File: config.mk
export PLATFORM = sky130hd
export DESIGN_NAME = key_refcount_matrix_bitmap
export DESIGN_NICKNAME = d
export VERILOG_FILES = /design/src/rtl/core/kref_pkg.sv /design/src/rtl/core/kref_cnt_mem.sv /design/src/rtl/core/kref_update.sv /design/src/rtl/core/key_refcount_matrix_bitmap.sv
export SDC_FILE = /design/constraint.sdc
export NUM_CORES = 1
export LEC_CHECK = 0
export ABC_AREA = 1
export BUFFER_PORTS_ARGS = -buffer_cell sky130_fd_sc_hd__buf_2
export CAP_MARGIN = 25
export CORE_UTILIZATION = 35
export CTS_CLUSTER_DIAMETER = 80
export DETAILED_ROUTE_END_ITERATION = 8
export GPL_TIMING_DRIVEN = 0
export PLACE_DENSITY = 0.47
export SYNTH_ARGS = -nofsm -noshare
export SYNTH_HDL_FRONTEND = slang
export SYNTH_HIERARCHICAL = 1
export SYNTH_SLANG_ARGS = --single-unit
export TNS_END_PERCENT = 5
File: constraint.sdc
create_clock -name clk_i -period 9.2 [get_ports clk_i]
set_input_delay 1.84 -clock clk_i [delete_from_list [all_inputs] [get_ports clk_i]]
set_output_delay 1.84 -clock clk_i [all_outputs]
set_load 0.05 [all_outputs]
File: src/rtl/core/kref_pkg.sv
// ----------------------------------------------------------------------------
// kref_pkg
// Shared constants and types for the key reference-count bitmap.
// ----------------------------------------------------------------------------
`default_nettype none

package kref_pkg;

  localparam int unsigned NumKeysDef    = 40;
  localparam int unsigned CountWidthDef = 8;
  localparam int unsigned KeyW          = 6;
  localparam int unsigned MapOutW       = 40;

  localparam logic KindKey   = 1'b0;
  localparam logic KindClear = 1'b1;

  typedef struct packed {
    logic               changed;
    logic [KeyW-1:0]    event_key;
    logic               event_pressed;
    logic [MapOutW-1:0] key_map;
  } result_t;

endpackage

`default_nettype wire

File: src/rtl/core/kref_cnt_mem.sv
// ----------------------------------------------------------------------------
// kref_cnt_mem
// Press counter storage: one write port, one registered read port.
// ----------------------------------------------------------------------------
`default_nettype none

module kref_cnt_mem #(
  parameter int unsigned Depth = kref_pkg::NumKeysDef,
  parameter int unsigned Width = kref_pkg::CountWidthDef,
  parameter int unsigned AddrW = $clog2(Depth)
) (
  input  wire logic             clk_i,
  input  wire logic             we_i,
  input  wire logic [AddrW-1:0] waddr_i,
  input  wire logic [Width-1:0] wdata_i,
  input  wire logic             re_i,
  input  wire logic [AddrW-1:0] raddr_i,
  output logic      [Width-1:0] rdata_o
);

  logic [Width-1:0] mem_q [Depth];
  logic [Width-1:0] rdata_q;

  always_ff @(posedge clk_i) begin
    if (we_i) begin
      mem_q[waddr_i] <= wdata_i;
    end
  end

  always_ff @(posedge clk_i) begin
    if (re_i) begin
      rdata_q <= mem_q[raddr_i];
    end
  end

  assign rdata_o = rdata_q;

endmodule

`default_nettype wire

File: src/rtl/core/kref_update.sv
// ----------------------------------------------------------------------------
// kref_update
// Counter and bitmap update for one item, plus the result fields.
// ----------------------------------------------------------------------------
`default_nettype none

module kref_update #(
  parameter int unsigned NumKeys  = kref_pkg::NumKeysDef,
  parameter int unsigned CountW   = kref_pkg::CountWidthDef,
  parameter int unsigned MapW     = ((NumKeys + 7) / 8) * 8,
  parameter int unsigned MapIdxW  = $clog2(MapW)
) (
  input  wire logic                      kind_i,
  input  wire logic [kref_pkg::KeyW-1:0] key_i,
  input  wire logic                      rel_i,
  input  wire logic [CountW-1:0]         rd_cnt_i,
  input  wire logic                      fwd_vld_i,
  input  wire logic [kref_pkg::KeyW-1:0] fwd_key_i,
  input  wire logic [CountW-1:0]         fwd_cnt_i,
  input  wire logic [MapW-1:0]           map_i,
  output logic                           we_o,
  output logic      [CountW-1:0]         wdata_o,
  output logic      [MapW-1:0]           map_o,
  output kref_pkg::result_t              res_o
);

  localparam logic [kref_pkg::KeyW:0] NumKeysV = (kref_pkg::KeyW + 1)'(NumKeys);
  localparam logic [CountW-1:0]       CountMax = {CountW{1'b1}};

  logic                      in_range;
  logic [kref_pkg::KeyW-1:0] pos;
  logic                      cur_bit;
  logic [CountW-1:0]         cur_cnt;
  logic [CountW-1:0]         cnt;

  // A clear bitmap bit means a zero counter, whatever the storage holds.
  assign in_range = {1'b0, key_i} < NumKeysV;
  assign pos      = {key_i[5:3], ~key_i[2:0]};
  assign cur_bit  = map_i[pos[MapIdxW-1:0]];
  assign cur_cnt  = (fwd_vld_i && (fwd_key_i == key_i)) ? fwd_cnt_i : rd_cnt_i;
  assign cnt      = cur_bit ? cur_cnt : '0;

  always_comb begin
    we_o                = 1'b0;
    wdata_o             = cnt;
    map_o               = map_i;
    res_o.changed       = 1'b0;
    res_o.event_key     = '0;
    res_o.event_pressed = 1'b0;
    if (kind_i == kref_pkg::KindClear) begin
      res_o.changed = |map_i;
      map_o         = '0;
    end else if (in_range) begin
      if (rel_i) begin
        if (cnt != '0) begin
          we_o    = 1'b1;
          wdata_o = cnt - 1'b1;
          if (cnt == CountW'(1)) begin
            if (cur_bit) begin
              res_o.changed   = 1'b1;
              res_o.event_key = key_i;
            end
            map_o[pos[MapIdxW-1:0]] = 1'b0;
          end
        end
      end else begin
        we_o = 1'b1;
        if (cnt == '0) begin
          if (!cur_bit) begin
            res_o.changed       = 1'b1;
            res_o.event_key     = key_i;
            res_o.event_pressed = 1'b1;
          end
          map_o[pos[MapIdxW-1:0]] = 1'b1;
        end
        if (cnt != CountMax) begin
          wdata_o = cnt + 1'b1;
        end
      end
    end
    res_o.key_map = kref_pkg::MapOutW'(map_o);
  end

endmodule

`default_nettype wire

File: src/rtl/core/key_refcount_matrix_bitmap.sv
// ----------------------------------------------------------------------------
// key_refcount_matrix_bitmap
// Press reference counters per key folded into a key bitmap.
// ----------------------------------------------------------------------------
// Input channel: in_valid_i / in_stall_o with kind_i, key_index_i and
// release_req_i. Kind clear zeroes the bitmap and so all counters; a key event
// presses or releases one key, out-of-range keys are ignored.
// Output channel: out_valid_o / out_stall_i with changed_o, event_key_o,
// event_pressed_o and key_map_o (bitmap after the item). One result per item.
// The counter memory is read at the accepting edge alongside the input
// register, and the update lands in the result register when the staged item
// advances. Throughput is one item per cycle while the receiver does not
// stall; the counter written by one item is forwarded to the next item on
// the same key.
// Reset clears the bitmap and all valid flags at once; the bitmap doubles as
// the valid flag of each counter, so counters need no clearing pass.
// When the receiver stalls, the result register holds, the staged item
// waits, and in_stall_o rises once the stage is occupied.
// ----------------------------------------------------------------------------
`default_nettype none

module key_refcount_matrix_bitmap #(
  parameter int unsigned NUM_KEYS    = kref_pkg::NumKeysDef,
  parameter int unsigned COUNT_WIDTH = kref_pkg::CountWidthDef
) (
  input  wire logic                         clk_i,
  input  wire logic                         rst_ni,
  input  wire logic                         in_valid_i,
  output logic                              in_stall_o,
  input  wire logic                         kind_i,
  input  wire logic [kref_pkg::KeyW-1:0]    key_index_i,
  input  wire logic                         release_req_i,
  output logic                              out_valid_o,
  input  wire logic                         out_stall_i,
  output logic                              changed_o,
  output logic      [kref_pkg::KeyW-1:0]    event_key_o,
  output logic                              event_pressed_o,
  output logic      [kref_pkg::MapOutW-1:0] key_map_o
);

  localparam int unsigned MapW  = ((NUM_KEYS + 7) / 8) * 8;
  localparam int unsigned AddrW = $clog2(NUM_KEYS);

  logic                      stg_vld_q, stg_vld_d;
  logic                      kind_q;
  logic [kref_pkg::KeyW-1:0] key_q;
  logic                      rel_q;
  logic                      fwd_vld_q;
  logic [kref_pkg::KeyW-1:0] fwd_key_q;
  logic [COUNT_WIDTH-1:0]    fwd_cnt_q;
  logic [MapW-1:0]           map_q, map_d;
  logic                      out_vld_q, out_vld_d;
  kref_pkg::result_t         out_q;

  logic                      accept;
  logic                      advance;
  logic                      upd_we;
  logic [COUNT_WIDTH-1:0]    upd_wdata;
  logic [COUNT_WIDTH-1:0]    rd_cnt;
  kref_pkg::result_t         upd_res;

  assign advance    = stg_vld_q && (!out_vld_q || !out_stall_i);
  assign in_stall_o = stg_vld_q && !advance;
  assign accept     = in_valid_i && !in_stall_o;

  kref_cnt_mem #(
    .Depth (NUM_KEYS),
    .Width (COUNT_WIDTH),
    .AddrW (AddrW)
  ) u_cnt_mem (
    .clk_i   (clk_i),
    .we_i    (upd_we && advance),
    .waddr_i (key_q[AddrW-1:0]),
    .wdata_i (upd_wdata),
    .re_i    (accept),
    .raddr_i (key_index_i[AddrW-1:0]),
    .rdata_o (rd_cnt)
  );

  kref_update #(
    .NumKeys (NUM_KEYS),
    .CountW  (COUNT_WIDTH),
    .MapW    (MapW)
  ) u_update (
    .kind_i    (kind_q),
    .key_i     (key_q),
    .rel_i     (rel_q),
    .rd_cnt_i  (rd_cnt),
    .fwd_vld_i (fwd_vld_q),
    .fwd_key_i (fwd_key_q),
    .fwd_cnt_i (fwd_cnt_q),
    .map_i     (map_q),
    .we_o      (upd_we),
    .wdata_o   (upd_wdata),
    .map_o     (map_d),
    .res_o     (upd_res)
  );

  always_comb begin
    stg_vld_d = stg_vld_q;
    if (accept) begin
      stg_vld_d = 1'b1;
    end else if (advance) begin
      stg_vld_d = 1'b0;
    end
    out_vld_d = out_vld_q;
    if (advance) begin
      out_vld_d = 1'b1;
    end else if (!out_stall_i) begin
      out_vld_d = 1'b0;
    end
  end

  always_ff @(posedge clk_i or negedge rst_ni) begin
    if (!rst_ni) begin
      stg_vld_q <= 1'b0;
      out_vld_q <= 1'b0;
      fwd_vld_q <= 1'b0;
      map_q     <= '0;
    end else begin
      stg_vld_q <= stg_vld_d;
      out_vld_q <= out_vld_d;
      if (accept) begin
        fwd_vld_q <= upd_we && advance;
      end
      if (advance) begin
        map_q <= map_d;
      end
    end
  end

  // Forward the write that lands on the same edge as the memory read.
  always_ff @(posedge clk_i) begin
    if (accept) begin
      kind_q    <= kind_i;
      key_q     <= key_index_i;
      rel_q     <= release_req_i;
      fwd_key_q <= key_q;
      fwd_cnt_q <= upd_wdata;
    end
    if (advance) begin
      out_q <= upd_res;
    end
  end

  assign out_valid_o     = out_vld_q;
  assign changed_o       = out_q.changed;
  assign event_key_o     = out_q.event_key;
  assign event_pressed_o = out_q.event_pressed;
  assign key_map_o       = out_q.key_map;

`ifndef ASSERT_OFF
  a_stage_hold : assert property (@(posedge clk_i) disable iff (!rst_ni)
    (stg_vld_q && !advance) |=> (stg_vld_q && $stable(key_q) && $stable(kind_q)))
    else $error("staged item lost while stalled");

  a_clear_map : assert property (@(posedge clk_i) disable iff (!rst_ni)
    (advance && (kind_q == kref_pkg::KindClear)) |=> (map_q == '0))
    else $error("bitmap not zero after clear");

  a_press_changed : assert property (@(posedge clk_i) disable iff (!rst_ni)
    (out_valid_o && event_pressed_o) |-> changed_o)
    else $error("press event without change");
`endif

endmodule

`default_nettype wire
; ---- After elaboration in Yosys (flattened, before gate mapping)
; Memories as Yosys holds them, arrays and structs flattened. A register that Yosys moved wholly into a read port is not among the register bits.
; Cells that the tools add are included.
; W data, S select, Z words.
[totals]
ff_bits = 113
mem_bits_rw = 320
inputBits = 12
out_inout_bits = 50
word_cells = 82
memories = 1
[mem_list]
columns = memory, depth, width, rd, rd_clocked_by_memory_dff, wr, line_no
row1 = u_cnt_mem.mem_q, 40, 8, 1, 1, 1, kref_cnt_mem.sv:21  ; logic [Width-1:0] mem_q [Depth];
[classes]
add_sub_neg = 2
magnitude_cmp = 3
n_eq_ne = 4
n_mux = 36
n_bitwise = 6
reduce_logical = 17
[ops]
columns = operator, count
row1 = $mux W40, 6
row2 = $mux W8, 10
row3 = $and A40 B40 Y40, 1
row4 = $not A40 Y40, 1
row5 = $or A40 B40 Y40, 1
row6 = $reduce_or A40 Y1, 1
row7 = $mux W7, 4
row8 = $mux W1, 14
row9 = $add A8 B1 Y8 const B, 1
row10 = $eq A8 B1 Y1 const B, 1
row11 = $logic_not A8 Y1, 1
row12 = $ne A8 B8 Y1 const B, 1
row13 = $reduce_bool A8 Y1, 1
row14 = $sub A8 B1 Y8 const B, 1
row15 = $lt A6 B7 Y1 const B, 1
row16 = $bmux W1 S6, 1
row17 = $demux W1 S6, 1
row18 = $eq A6 B6 Y1, 1
row19 = $ge A6 B1 Y1 const B, 1
row20 = $logic_and A1 B1 Y1, 6
row21 = $lt A6 B6 Y1 const B, 1
row22 = $logic_not A1 Y1, 4
row23 = $reduce_or A4 Y1, 1
row24 = $not A3 Y3, 1
row25 = other kinds (5), 6

; ---- Longest topological paths before layout
[depth]
word_depth = 12
depth_mapped = 26

; ---- By module
; Netlist, hierarchy kept.
[modules_own_cells]
columns = module, n_inst, cells_each, area_each_um2
row1 = kref_cnt_mem, 1, 1099, 13330.3
row2 = key_refcount_matrix_bitmap, 1, 255, 3772.4
row3 = kref_update, 1, 691, 3299.4

; ---- Worst setup path before layout
; OpenSTA, ideal clock, no wires.
[synth_timing]
path_kind = reg2reg
startpoint = reg key_q[0] in the netlist's numbering
endpoint = mem u_cnt_mem/mem_q[18][0] in the netlist's numbering, enable pin
setup_ns = 0.395
t_arrival_ns = 3.735
required_ns = 8.805
setup_slack_ns = 5.070
stages_incl_launch_ff = 23
path_buffers = 4
period_less_slack_ns = 4.130
cell_sequence = edfxtp_1 buf_4 inv_2 buf_6 nand2_1 nor2_1 nor2_1 nand2_1 nand2_1 nand3_1 nor2_1 nor2_1 inv_1 ha_1 nand2_2 nor2_4 buf_6 a21oi_1 inv_1 nor2_1 clkbuf_1 nand4_1 nor4_1
[synth_via]
elab_chain_len = 12
elab_cells_between_ends = 16
classes_between = order compare: 1 / eq/ne: 1 / mux: 10 / bitwise: 1 / reduce/logical: 3
[synth_rtl]
columns = item, line_no
row1 = start: declaration, key_refcount_matrix_bitmap.sv:46  ; logic [kref_pkg::KeyW-1:0] key_q;
row2 = start signal: assignment, key_refcount_matrix_bitmap.sv:136  ; key_q <= key_index_i;
row3 = $not A3 Y3 / $eq A6 B6 Y1 (equally long branches), "kref_update.sv:38, kref_update.sv:40"
row4 = $bmux W1 S6 / $logic_and A1 B1 Y1 (equally long branches), "kref_update.sv:39, kref_update.sv:40"
row5 = $mux W1 (not written as such) / $mux W8 (equally long branches), "kref_update.sv:39, kref_update.sv:40"
row6 = $mux W8, kref_update.sv:41  ; assign cnt = cur_bit ? cur_cnt : '0;
row7 = $reduce_bool A8 Y1, kref_update.sv:55  ; if (cnt != '0) begin
row8 = $mux W1, kref_update.sv:55
row9 = $mux W1, kref_update.sv:54  ; if (rel_i) begin
row10 = $mux W1 *, kref_update.sv:53  ; end else if (in_range) begin
row11 = $mux W1 *, kref_update.sv:50  ; if (kind_i == kref_pkg::KindClear) begin
row12 = named net upd_we, key_refcount_matrix_bitmap.sv:57  ; logic upd_we;
row13 = $logic_and A1 B1 Y1 *, key_refcount_matrix_bitmap.sv:72  ; .we_i (upd_we && advance),
row14 = $mux W1 *, kref_cnt_mem.sv:25  ; if (we_i) begin
row15 = $mux W1 (not written as such) *, kref_cnt_mem.sv:26  ; mem_q[waddr_i] <= wdata_i;
row16 = end: declaration, kref_cnt_mem.sv:21
; Mark *: on every way through the listed nets, which the timed path passes. The rest lies on a longest branch. The select of a mux whose other input is x is not followed.

; ---- Final worst setup path
[layout_timing]
startpoint = reg key_q[1] in the netlist's numbering
endpoint = mem u_cnt_mem/mem_q[16][1] in the netlist's numbering, enable pin
; The elaborated chain is that of the path after synthesis.

==> results.tsv <==
stage	metric	value	unit
hold_path	Worst Min Path Start	key_q[2]	
die	area of the core region	57700	um^2
finish	count of nets after finishing	2191	
synthesis	synthesized instance count	2045	
placement	sum of net half-perimeters after detailed placement	45300	um
clocking	clock sink count	441	
synthesis	mean instance size in the synthesized netlist	9.98	um^2
clocking	clk slew on worst S/H paths	0.06	ns
global_routing	first-pass GRT wire length	95500	um
clocking	cell at the root of the clock tree	clkbuf_16	
power_and_ir_drop	switching pwr	1.46	mW
synthesis	post-synthesis sequential area ratio	63.9	%
critical_path	Arrival @ worst endpoint	5.99	ns
hold_path	Worst Hold Class	reg2reg	
synthesis	most frequent cell after synthesis	nand2_1	
synthesis	dominant cell type by area after synthesis	edfxtp_1	
finish	Post-Layout Inst Area	23500	um^2
clocking	total of cells resized after clock tree synthesis	0	
sta	maximum clock frequency	173	MHz
route	DR vias/cell	5.10	
job	Max Cap Viol	0	
finish	fill cell total of the finished layout	5691	
sta	Setup Viol. Count Final	0	
die	starting density of the core	35.4	%
global_routing	total routing resource utilization after global routing	21.6	%
synthesis	Synth Cell Area	20400	um^2
synthesis	commonest cells in the netlist	629 x nand2_1, 398 x edfxtp_1, 304 x nand3_1	
critical_path	worst path required time	9.42	ns
route	Post-DRT Antenna Nets	0	
placement	cell area after placement	22000	um^2
power_and_ir_drop	Static Leakage	9.16	nW
sta	unrepaired setup endpoints after global routing	false	
synthesis	number of distinct standard cells referenced by the synthesized netlist	39	
synthesis	post-synthesis sequential element count	441	
finish	layout cells sized above 1	13.8	%
critical_path	worst reg2reg path startpoint	key_q[1]	
critical_path	kind of critical path	reg2reg	
sta	total negative setup slack	0	ns
power_and_ir_drop	Clock Power Share	36.8	%
placement	gp weighted congestion	0.922	
sta	clock period minus worst slack	5.77	ns
critical_path	number of buffer and inverter instances along the worst setup path	6	
critical_path	top cell family by delay on the critical path	simple AND/OR/NAND/NOR gates	
sta	Hold Worst Slack	0.496	ns
sta	final hold violation count	0	
critical_path	crit-path cells	buf_4 -> inv_4 -> nor2_2 -> nand2_1 -> nor2_1 -> nor2_1 -> nand2_1 -> nand2_1 -> nand3_1 -> nor2_1 -> nor2_1 -> inv_1 -> ha_1 -> nand2_2 -> nor2_4 -> buf_6 -> a21oi_1 -> inv_1 -> nor2_1 -> clkbuf_1 -> nand4_1 -> nor2_1	
synthesis	fraction of post-synthesis cell area in the top cell type by area	58.6	%
die	Ports	62	
power_and_ir_drop	share of power burned in combinational logic	15.9	%
clocking	maximum root-to-sink buffer count	3	
hold_path	endpoint of the worst hold-timing path	fwd_key_q[2]	
finish	area added between synthesis and finish	15.3	%
critical_path	number of cells traversed by the worst register-to-register path	22	
die	number of rows in the core area	88	
die	Die X	243	um
global_routing	maximum number of pins on one net before global-route repair	58	
clocking	clock tree from TritonCTS	done	
critical_path	Most Frequent Cell on Critical Path	nor2_1	
critical_path	CP max-delay cell	nor2_1	
route	TritonRoute pass-1 iters	5	
power_and_ir_drop	worst ir drop on vdd	0.132	mV
power_and_ir_drop	sequential fraction of design power	47.2	%
placement	IO Port Bufs	61	
run_status	run status	finished, final reports clean	
route	First DRT Iteration DRCs	1290	
clocking	Clk Latency, worst-skew pair	0.62	ns
critical_path	critical path endpoint category	flop	
die	vertical die dimension	243	um
synthesis	number of synthesized flops with an enable pin	398	
synthesis	top post-synthesis cells by area	edfxtp_1 59%, nand2_1 12%, nand3_1 7.5%	
global_routing	vias in the first global route	14900	
critical_path	critical path startpoint category	flop	
route	Routed Wire Length	63600	um
finish	Layout Cells excl Fill	2978	
hold_path	hold depth	0	
die	Total Die Area	59300	um^2
route	Routed WL per cell	21.4	um
synthesis	Syn. warnings	6	
sta	transition time of the tightest slew-check pin	1.06	ns
sta	worst-case headroom to the max-slew limit	29.1	%
clocking	CTS HTree Levels	2	
route	post-detailed-route DRC marker count	0	
power_and_ir_drop	total power divided by cell area	213	nW/um^2
global_routing	GRT Residual Overflow	0	
synthesis	flip-flop cell with the highest count after synthesis	edfxtp_1	
placement	# placed instances	2888	
clocking	hold buffer count at cts	0	
sta	Fin Clk Skew	0.0462	ns
clocking	number of buffers added by the clock tree synthesis step	50	
power_and_ir_drop	Int Power	3.56	mW
critical_path	Critical R2R Capture	u_cnt_mem/mem_q[16][1]	
critical_path	reg2reg setup slack	3.43	ns
sta	number of pins with negative max-slew slack in the final report	0	
sta	final period utilization	62.8	%
critical_path	longest individual stage delay on the worst path	0.96	ns
synthesis	async set-reset flop share out of synthesis	9.75	%
clocking	buffers inserted during post-CTS setup optimization	0	
critical_path	largest fanout of any net on the critical path	10	
finish	Antenna Cells	0	
synthesis	Syn Nets	2060	
global_routing	antenna violations before repair	0	
power_and_ir_drop	switch share	29.1	%
route	via total after detailed routing	15200	
## per-stage QoR
stage                     utilization, %  setup slack [ns]  power, mW
after floorplan                        -              5.07       2.90
after CTS                           40.8              3.44       5.08
after global routing                40.8              3.11       5.22
final                               40.8              3.43       5.02
after global placement              37.5              1.74       3.18
after detailed placement            38.2              3.47       3.21
## power by group through the flow
stage	registers [mW]	clock network [mW]	logic (mW)
after floorplan	2.49	0	0.407
after global placement	2.42	0	0.765
after detailed placement	2.41	0	0.802
after CTS	2.37	1.90	0.804
after global routing	2.38	1.98	0.865
final	2.37	1.85	0.799
## layout make-up
class | count | area [um^2] | area share [%]
Sequential cell | 441 | 13000 | 55.4
Multi-Input combinational cell | 1364 | 6140 | 26.1
Clock buffer | 65 | 1310 | 5.56
Buffer | 151 | 977 | 4.15
Tap cell | 765 | 957 | 4.07
Timing Repair Buffer | 79 | 578 | 2.46
Inverter | 89 | 343 | 1.46
Clock inverter | 24 | 198 | 0.840
## cell usage in the layout (no fill, tap or decap), types with 7 or more instances in the layout
master	Yosys	final
a21oi_1	42	40
edfxtp_1	398	398
o22ai_1	9	9
nand4_1	19	19
clkbuf_1	33	48
inv_2	8	10
nor4_1	13	7
o211ai_1	10	10
o21ai_1	29	29
clkbuf_16	0	50
buf_6	19	19
nor3_1	9	9
clkinv_1	2	12
buf_4	55	62
dfrtp_1	43	43
nand2_1	629	628
inv_1	75	73
o221ai_1	8	8
nor2_1	190	190
clkinv_2	1	8
buf_2	40	103
o21ai_0	52	52
a31oi_1	14	14
nand3_1	304	304
## layer usage
metal  share of wire, %  vias up  wire, um  GRT usage [%]
met4                3.3        0      2080           8.03
met5                  0        -         0              0
met2                 51      501     32200           38.4
li1                   -     7241         -              -
met3                4.9      114      3120           2.80
met1                 41     7337     26200           26.7
## worst max path at each step
stage                  start                endpoint  cells after the start
floorplan           key_q[0]  u_cnt_mem/mem_q[18][0]                     22
global placement    key_q[1]  u_cnt_mem/mem_q[14][5]                     22
detailed placement  key_q[1]  u_cnt_mem/mem_q[16][3]                     22
CTS                 key_q[1]  u_cnt_mem/mem_q[16][3]                     22
global route        key_q[1]  u_cnt_mem/mem_q[16][4]                     22
finish              key_q[1]  u_cnt_mem/mem_q[16][1]                     22
## flip-flops by register name (all words and copies together) (netlist names), 6 cells and up
name and count:
u_cnt_mem/mem_q 320, key_map_o 40, map_q 40, fwd_cnt_q 8, u_cnt_mem/rdata_o 8, event_key_o 6
fwd_key_q 6, key_q 6
## cells by family (layout without fill, tap and decap cells)
kind of cell | after synthesis | after routing | synth area share [%]
fa+ha+maj | 3 | 3 | 0.184
simple gates | 1182 | 1182 | 24.4
xor+xnor | 5 | 5 | 0.215
flops | 441 | 441 | 63.9
compound gates | 174 | 174 | 4.84
buf+inv | 240 | 408 | 6.47
(Power assumes the default switching activity.)
